<file path="config.mk">
export PLATFORM = sky130hd
export DESIGN_NAME = input_completeness_scanner
export DESIGN_NICKNAME = d
export VERILOG_FILES = /design/src/design/ics_pkg.sv /design/src/design/ics_core.sv /design/src/design/input_completeness_scanner.sv
export SDC_FILE = /design/constraint.sdc
export NUM_CORES = 1
export LEC_CHECK = 0
export BUFFER_PORTS_ARGS = -buffer_cell sky130_fd_sc_hd__buf_2
export CAP_MARGIN = 20
export CORE_AREA = 2 2 93 139
export CTS_CLUSTER_SIZE = 30
export DETAILED_ROUTE_END_ITERATION = 16
export DIE_AREA = 0 0 95 141
export PLACE_DENSITY_LB_ADDON = 0.05
export REMOVE_ABC_BUFFERS = 1
export SYNTH_ARGS = -nofsm -noshare
export SYNTH_HDL_FRONTEND = slang
export SYNTH_SLANG_ARGS = --single-unit
</file>
<file path="constraint.sdc">
create_clock -name clk -period 12.2 [get_ports clk]
set_clock_uncertainty 0.15 [all_clocks]
set_input_delay 2.44 -clock clk [delete_from_list [all_inputs] [get_ports clk]]
set_output_delay 2.44 -clock clk [all_outputs]
set_load 0.01 [all_outputs]
</file>
<file path="src/design/ics_pkg.sv">
// Shared types and constants for the input completeness scanner.
// No dependencies; imported by ics_core and input_completeness_scanner.
`default_nettype none

package ics_pkg;

  // Default width of the depth and try/catch counters
  localparam int unsigned COUNT_BITS_DEF = 8;

  // One input transaction: a source byte plus end-of-text flag
  typedef struct packed {
    logic [7:0] char_code;
    logic       last_char;
  } in_item_t;

  // One result transaction
  typedef struct packed {
    logic       complete;
    logic [2:0] reason_code;
  } out_item_t;

  // Reason codes, first match wins
  typedef enum logic [2:0] {
    RSN_COMPLETE   = 3'd0,
    RSN_OPEN_BLOCK = 3'd1,
    RSN_OPEN_STR   = 3'd2,
    RSN_UNBALANCED = 3'd3,
    RSN_TRY_OPEN   = 3'd4
  } reason_t;

  // Lexer mode flags
  typedef struct packed {
    logic slash;  // slash seen outside, comment start pending
    logic star;   // star seen inside block comment
    logic block;  // inside block comment
    logic line;   // inside line comment
    logic esc;    // backslash escape pending in string
    logic str;    // inside string literal
  } mode_t;

  // Current word tracking
  typedef struct packed {
    logic [2:0] len;    // 0 = not in a word, saturates at 7
    logic       catch_ok;
    logic       try_ok;
  } word_t;

  // Character codes
  localparam logic [7:0] CH_LBRACE  = 8'h7B;
  localparam logic [7:0] CH_RBRACE  = 8'h7D;
  localparam logic [7:0] CH_LPAREN  = 8'h28;
  localparam logic [7:0] CH_RPAREN  = 8'h29;
  localparam logic [7:0] CH_LSQUARE = 8'h5B;
  localparam logic [7:0] CH_RSQUARE = 8'h5D;
  localparam logic [7:0] CH_QUOTE   = 8'h22;
  localparam logic [7:0] CH_STAR    = 8'h2A;
  localparam logic [7:0] CH_SLASH   = 8'h2F;
  localparam logic [7:0] CH_NEWLINE = 8'h0A;
  localparam logic [7:0] CH_BSLASH  = 8'h5C;
  localparam logic [7:0] CH_UNDER   = 8'h5F;

endpackage

`default_nettype wire

</file>
<file path="src/design/ics_core.sv">
// Scanner state and per-character update logic, plus the end-of-text verdict.
// Depends on ics_pkg for item types, mode flags and character codes.
`default_nettype none

module ics_core
  import ics_pkg::*;
#(
  parameter int unsigned COUNT_BITS = COUNT_BITS_DEF
) (
  input  wire logic      clk,
  input  wire logic      rst,
  input  wire logic      step,
  input  wire in_item_t  item,
  output out_item_t      result
);

  localparam logic [COUNT_BITS-1:0] CNT_MAX = {1'b0, {(COUNT_BITS-1){1'b1}}};
  localparam logic [COUNT_BITS-1:0] CNT_MIN = {1'b1, {(COUNT_BITS-1){1'b0}}};
  localparam logic [COUNT_BITS-1:0] CNT_ONE = {{(COUNT_BITS-1){1'b0}}, 1'b1};
  localparam word_t WORD_IDLE = '{len: 3'd0, catch_ok: 1'b1, try_ok: 1'b1};

  // Saturating signed counter steps
  function automatic logic [COUNT_BITS-1:0] sat_inc(input logic [COUNT_BITS-1:0] v);
    return (v != CNT_MAX) ? v + CNT_ONE : v;
  endfunction

  function automatic logic [COUNT_BITS-1:0] sat_dec(input logic [COUNT_BITS-1:0] v);
    return (v != CNT_MIN) ? v - CNT_ONE : v;
  endfunction

  function automatic logic is_alpha(input logic [7:0] c);
    return (c >= 8'h61 && c <= 8'h7A) || (c >= 8'h41 && c <= 8'h5A) || c == CH_UNDER;
  endfunction

  function automatic logic is_wordch(input logic [7:0] c);
    return is_alpha(c) || (c >= 8'h30 && c <= 8'h39);
  endfunction

  // Append a character to the current word, narrowing the keyword matches
  function automatic word_t word_add(input word_t w, input logic [7:0] c);
    word_t r;
    logic  try_hit;
    logic  catch_hit;
    r = w;
    unique case (w.len)
      3'd0:    try_hit = (c == 8'h74);  // t
      3'd1:    try_hit = (c == 8'h72);  // r
      3'd2:    try_hit = (c == 8'h79);  // y
      default: try_hit = 1'b0;
    endcase
    unique case (w.len)
      3'd0:    catch_hit = (c == 8'h63);  // c
      3'd1:    catch_hit = (c == 8'h61);  // a
      3'd2:    catch_hit = (c == 8'h74);  // t
      3'd3:    catch_hit = (c == 8'h63);  // c
      3'd4:    catch_hit = (c == 8'h68);  // h
      default: catch_hit = 1'b0;
    endcase
    r.try_ok   = w.try_ok & try_hit;
    r.catch_ok = w.catch_ok & catch_hit;
    if (w.len != 3'd7) begin
      r.len = w.len + 3'd1;
    end
    return r;
  endfunction

  // Close a word: whole "try" counts up, whole "catch" counts down
  function automatic logic [COUNT_BITS-1:0] word_end(input word_t w,
                                                     input logic [COUNT_BITS-1:0] s);
    logic [COUNT_BITS-1:0] r;
    r = s;
    if (w.len == 3'd3 && w.try_ok) begin
      r = sat_inc(s);
    end else if (w.len == 3'd5 && w.catch_ok) begin
      r = sat_dec(s);
    end
    return r;
  endfunction

  // State registers
  logic [COUNT_BITS-1:0] brace_depth, paren_depth, square_depth, try_surplus;
  mode_t                 mode;
  word_t                 word;

  logic [COUNT_BITS-1:0] brace_depth_next, paren_depth_next, square_depth_next;
  logic [COUNT_BITS-1:0] try_surplus_next, try_final;
  mode_t                 mode_next;
  word_t                 word_next;

  logic [7:0] c;
  logic       more;
  logic       go;
  reason_t    reason;

  assign c    = item.char_code;
  assign more = ~item.last_char;

  // Per-character scan
  always_comb begin
    brace_depth_next  = brace_depth;
    paren_depth_next  = paren_depth;
    square_depth_next = square_depth;
    try_surplus_next  = try_surplus;
    mode_next         = mode;
    word_next         = word;
    go                = 1'b0;

    if (mode.block) begin
      if (mode.star && c == CH_SLASH) begin
        mode_next.block = 1'b0;
        mode_next.star  = 1'b0;
      end else begin
        mode_next.star = (c == CH_STAR);
      end
    end else if (mode.line) begin
      if (c == CH_NEWLINE) begin
        mode_next.line = 1'b0;
      end
    end else if (mode.str) begin
      if (mode.esc) begin
        mode_next.esc = 1'b0;
      end else if (c == CH_BSLASH && more) begin
        mode_next.esc = 1'b1;
      end else if (c == CH_QUOTE) begin
        mode_next.str = 1'b0;
      end
    end else begin
      go = 1'b1;
      // Word in progress: extend it or close it
      if (word.len != 3'd0) begin
        if (is_wordch(c)) begin
          word_next = word_add(word, c);
          go        = 1'b0;
        end else begin
          try_surplus_next = word_end(word, try_surplus);
          word_next        = WORD_IDLE;
        end
      end
      // Pending slash resolves into a comment start or nothing
      if (go && mode.slash) begin
        mode_next.slash = 1'b0;
        if (c == CH_SLASH) begin
          mode_next.line = 1'b1;
          go             = 1'b0;
        end else if (c == CH_STAR) begin
          mode_next.block = 1'b1;
          go              = 1'b0;
        end
      end
      if (go) begin
        priority if (c == CH_QUOTE) begin
          mode_next.str = 1'b1;
        end else if (c == CH_SLASH && more) begin
          mode_next.slash = 1'b1;
        end else if (is_alpha(c)) begin
          word_next = word_add(word_next, c);
        end else begin
          unique case (c)
            CH_LBRACE:  brace_depth_next  = sat_inc(brace_depth);
            CH_RBRACE:  brace_depth_next  = sat_dec(brace_depth);
            CH_LPAREN:  paren_depth_next  = sat_inc(paren_depth);
            CH_RPAREN:  paren_depth_next  = sat_dec(paren_depth);
            CH_LSQUARE: square_depth_next = sat_inc(square_depth);
            CH_RSQUARE: square_depth_next = sat_dec(square_depth);
            default: ;
          endcase
        end
      end
    end
  end

  // Verdict at end of text; an open word still counts
  always_comb begin
    try_final = (word_next.len != 3'd0) ? word_end(word_next, try_surplus_next)
                                        : try_surplus_next;
    priority if (mode_next.block) begin
      reason = RSN_OPEN_BLOCK;
    end else if (mode_next.str) begin
      reason = RSN_OPEN_STR;
    end else if (brace_depth_next != '0 || paren_depth_next != '0 ||
                 square_depth_next != '0) begin
      reason = RSN_UNBALANCED;
    end else if (!try_final[COUNT_BITS-1] && try_final != '0) begin
      reason = RSN_TRY_OPEN;
    end else begin
      reason = RSN_COMPLETE;
    end
    result.complete    = (reason == RSN_COMPLETE);
    result.reason_code = reason;
  end

  // State update; everything returns to reset after the last character
  always_ff @(posedge clk) begin
    if (rst || (step && item.last_char)) begin
      brace_depth  <= '0;
      paren_depth  <= '0;
      square_depth <= '0;
      try_surplus  <= '0;
      mode         <= '0;
      word         <= WORD_IDLE;
    end else if (step) begin
      brace_depth  <= brace_depth_next;
      paren_depth  <= paren_depth_next;
      square_depth <= square_depth_next;
      try_surplus  <= try_surplus_next;
      mode         <= mode_next;
      word         <= word_next;
    end
  end

endmodule

`default_nettype wire

</file>
<file path="src/design/input_completeness_scanner.sv">
// Input completeness scanner top level: input register, scanner core, result register.
// Depends on ics_pkg and ics_core.
//
// Usage:
//   The input channel (in_valid, in_stall, in_data) takes one source byte per
//   transaction; in_data.last_char marks the final byte of a text. Only that
//   final byte produces a transaction on the output channel (out_valid,
//   out_stall, out_data), giving complete and reason_code.
//   Throughput is one byte per cycle while no last byte waits for room in the
//   result register: the scanner state updates once per byte through flag
//   logic and saturating counters. out_valid rises once the last byte has
//   passed the input register, then the result register.
//   Reset (rst, synchronous) clears the pipeline valids and all scanner
//   state. After each last byte the scanner state returns to reset values.
//   When out_stall holds a result, bytes that give no result still flow
//   through; a last byte waits in the input register, and in_stall is high
//   while it waits, until the result is taken.
`default_nettype none

module input_completeness_scanner
  import ics_pkg::*;
#(
  parameter int unsigned COUNT_BITS = COUNT_BITS_DEF
) (
  input  wire logic      clk,
  input  wire logic      rst,
  input  wire logic      in_valid,
  output logic           in_stall,
  input  wire in_item_t  in_data,
  output logic           out_valid,
  input  wire logic      out_stall,
  output out_item_t      out_data
);

  logic      s1_valid;
  in_item_t  s1_item;
  logic      out_free;
  logic      s1_move;
  out_item_t core_result;

  // Stage advance: a last byte needs room in the result register
  assign out_free = ~out_valid | ~out_stall;
  assign s1_move  = s1_valid & (~s1_item.last_char | out_free);
  assign in_stall = s1_valid & ~s1_move;

  // Input register
  always_ff @(posedge clk) begin
    if (rst) begin
      s1_valid <= 1'b0;
    end else if (in_valid && !in_stall) begin
      s1_valid <= 1'b1;
    end else if (s1_move) begin
      s1_valid <= 1'b0;
    end
  end

  always_ff @(posedge clk) begin
    if (in_valid && !in_stall) begin
      s1_item <= in_data;
    end
  end

  ics_core #(
    .COUNT_BITS(COUNT_BITS)
  ) u_core (
    .clk    (clk),
    .rst    (rst),
    .step   (s1_move),
    .item   (s1_item),
    .result (core_result)
  );

  // Result register
  always_ff @(posedge clk) begin
    if (rst) begin
      out_valid <= 1'b0;
    end else if (s1_move && s1_item.last_char) begin
      out_valid <= 1'b1;
    end else if (!out_stall) begin
      out_valid <= 1'b0;
    end
  end

  always_ff @(posedge clk) begin
    if (s1_move && s1_item.last_char) begin
      out_data <= core_result;
    end
  end

endmodule

`default_nettype wire
</file>
==> out/metrics.csv <==
metric;value;unit
max-capacitance violation count;0;
num rows;50;
pin count of the biggest net entering global routing;44;
gr usage total;28.0;%
worst vdd ir;0.0000676;V
largest family of logic cells by synthesized area;simple AND/OR/NAND/NOR gates;
xor/xnor cell area share of the yosys netlist;1.56;%
Routed WL;18.3;mm
CTS sink cnt;58;
Slew HR;23.6;%
CP Launch Type;input port;
top post-synthesis cells by area;dfxtp_1 (16%), edfxtp_1 (6.9%), nor2_1 (5.7%);
outcome;completed;
Routability Congestion;0.987;
hold_sp;u_core.mode[1];
Core Region;12300;sq um
CP peak stage delay;0.12;ns
Setup TNS;0;ns
Vias;6053;
Slowest cell on crit path;nand4_1;
clock-pin slew on the worst setup and hold paths;0.06;ns
layout cells sized above 1;8.10;%
total power;588;uW
EDFF count, synth;13;
Synth-to-Final Area Change;7.61;%
GR Util met2;51.7;%
setup ws final;6.74;ns
Worst-Margin Slew;1.14;ns
R2R depth;16;
Clock Tree Root;clkbuf_16;
Nets;784;
post-synthesis adder-cell area fraction;5.12;%
CP cell instances;buf_2 > nand4_1 > inv_1 > buf_2;
CTS buffer count;9;
global-route met1 utilization;29.8;%
wire per inst;20.1;microns
busiest metal layer after global routing;met2;
P_leak;2.19;nW
hold-critical path depth;2;
H-tree levels;3;
I/O Buffers;18;
largest fanout on the critical path;3;
Initial Util;45.6;%
Worst Setup Path Type;in -> out;
worst reg2reg path startpoint;s1_item[5];
CP endpoint kind;primary output;
top-count cell post-synth;nor2_1;
Slew Limit Fails;0;
Synth area leader;dfxtp_1;
Syn. warnings;0;
full die area;13400;sq um
Synth Area in Simple Gates;32.2;%
Compound-Gate Fraction of Synth Area;29.7;%
Hold Buf Count CTS;0;
synthesis-stage register bit count;58;
CTS tree;built;
Seq/Total Area, Yosys;23.0;%
mux contribution to synthesized area;2.00;%
Arrival @ worst endpoint;2.87;ns
Antenna Cells;0;
Vert. Die Dim;141;microns
Vias/cell;6.66;
Hold Crit Class;reg -> reg;
Mapped Cells;773;
Layout Cell Area excl Fill;6050;sq um
final setup violation count;0;
DRC;0;
RSZ-0062 raised after global routing;false;
vias in the first global route;5815;
Final Cycle Share;44.8;%
f_max;183;MHz
pre-CTS setup slack;6.74;ns
IO Pins;19;
Worst Setup SP;out_stall;
Final Hold Violating Endpoints;0;
initial antenna violation count;0;
first-pass GRT wire length;29.5;mm
post-placement cell area;5720;sq um
DR pass1 iterations;5;
Mapped Area;5620;sq um
Post-synth ARST share;0;%
post-layout min period;5.46;ns
die width;95;microns
Clock Latency Late Sink;0.34;ns
number of setup buffers added after CTS;0;
top cell type's share of synthesized area;16.0;%
Post-CTS Resized;0;
Pwr per Cell Area;97.3;nW/um^2
required time of the critical path;9.61;ns
Synth cell types;79;
CTS max path bufs;2;
Post-DP HPWL;13.6;mm
Initial DRC Count;408;
Post-Syn Area per Cell;7.27;sq um
Synth Flop Type;dfxtp_1;
met3 Usage GRT;4.38;%
crit-path most repeated cell;buf_2;
remaining antenna violation count after routing;0;
commonest cells in the netlist;nor2_1 (86), nand2_1 (64), a21oi_1 (56), clkbuf_1 (53), dfxtp_1 (45);
GR Overflow Total;0;
==> registers in the layout (all words and copies together) (netlist names) <==
| name | count |
|---|---|
| u_core.mode | 6 |
| s1_valid | 1 |
| u_core.paren_depth | 8 |
| u_core.brace_depth | 8 |
| u_core.square_depth | 8 |
| out_valid | 1 |
| u_core.try_surplus | 8 |
| s1_item | 9 |
| u_core.word | 5 |
| out_data | 4 |
==> path summary, 6_finish.rpt <==
| kind | slack, ns | endpoint |
|---|---|---|
| max | 6.74 | in_stall |
| min | 0.34 | u_core.mode[1] |
| max reg2reg | 6.85 | out_data[2] |
| min reg2reg | 0.34 | u_core.mode[1] |
==> metal layers <==
layer	wire length, microns	vias to the layer above
li1	-	2895
met1	7110	2910
met2	9770	183
met3	584	65
met4	846	0
met5	0	-
==> critical path: cells and delay by family <==
| kind | cells | cell delay (ns) |
|---|---|---|
| buffers and inverters | 3 | 0.31 |
| and+or+nand+nor | 1 | 0.12 |
==> placed cells by master (no fill, tap or decap), drive strengths merged, types with 18 or more instances in the layout <==
cell	n
a21oi	56
buf	26
dfxtp	45
ha	23
inv	33
nand2	64
nand3	31
nand4	18
nor2	86
nor3	34
o21ai	29
==> logic make-up (layout without fill, tap and decap cells) <==
logic type                 count (synthesis)  after routing
AOI/OAI and AO/OA                        237            237
muxes                                     11             11
and+or+nand+nor                          341            341
xor gates and xnor gates                  10             10
buffers and inverters                     93             73
DFF                                       58             58
adders and majority gates                 23             23
==> final cells by class <==
class	instances	area, sq um
fill	1247	6270
multi-input combinational	622	3970
sequential	58	1290
clock buffer	9	225
tap	156	195
timing repair buffer	26	150
inverter	31	116
clock inverter	7	101
==> where the power goes <==
part	internal, mW	switching (mW)
registers	0.203	0.0135
logic	0.0332	0.0548
clock network	0.180	0.103
total	0.417	0.172
==> metrics by stage <==
step	instances	hold WS [ns]	utilization (%)
2_1_floorplan	711	0.285	-
3_3_place_gp	893	0.309	46.4
3_5_place_dp	893	0.325	46.4
4_1_cts	909	0.341	49.1
5_1_grt	909	0.369	49.1
6_report	909	0.338	49.1
(Power assumes the default switching activity.)
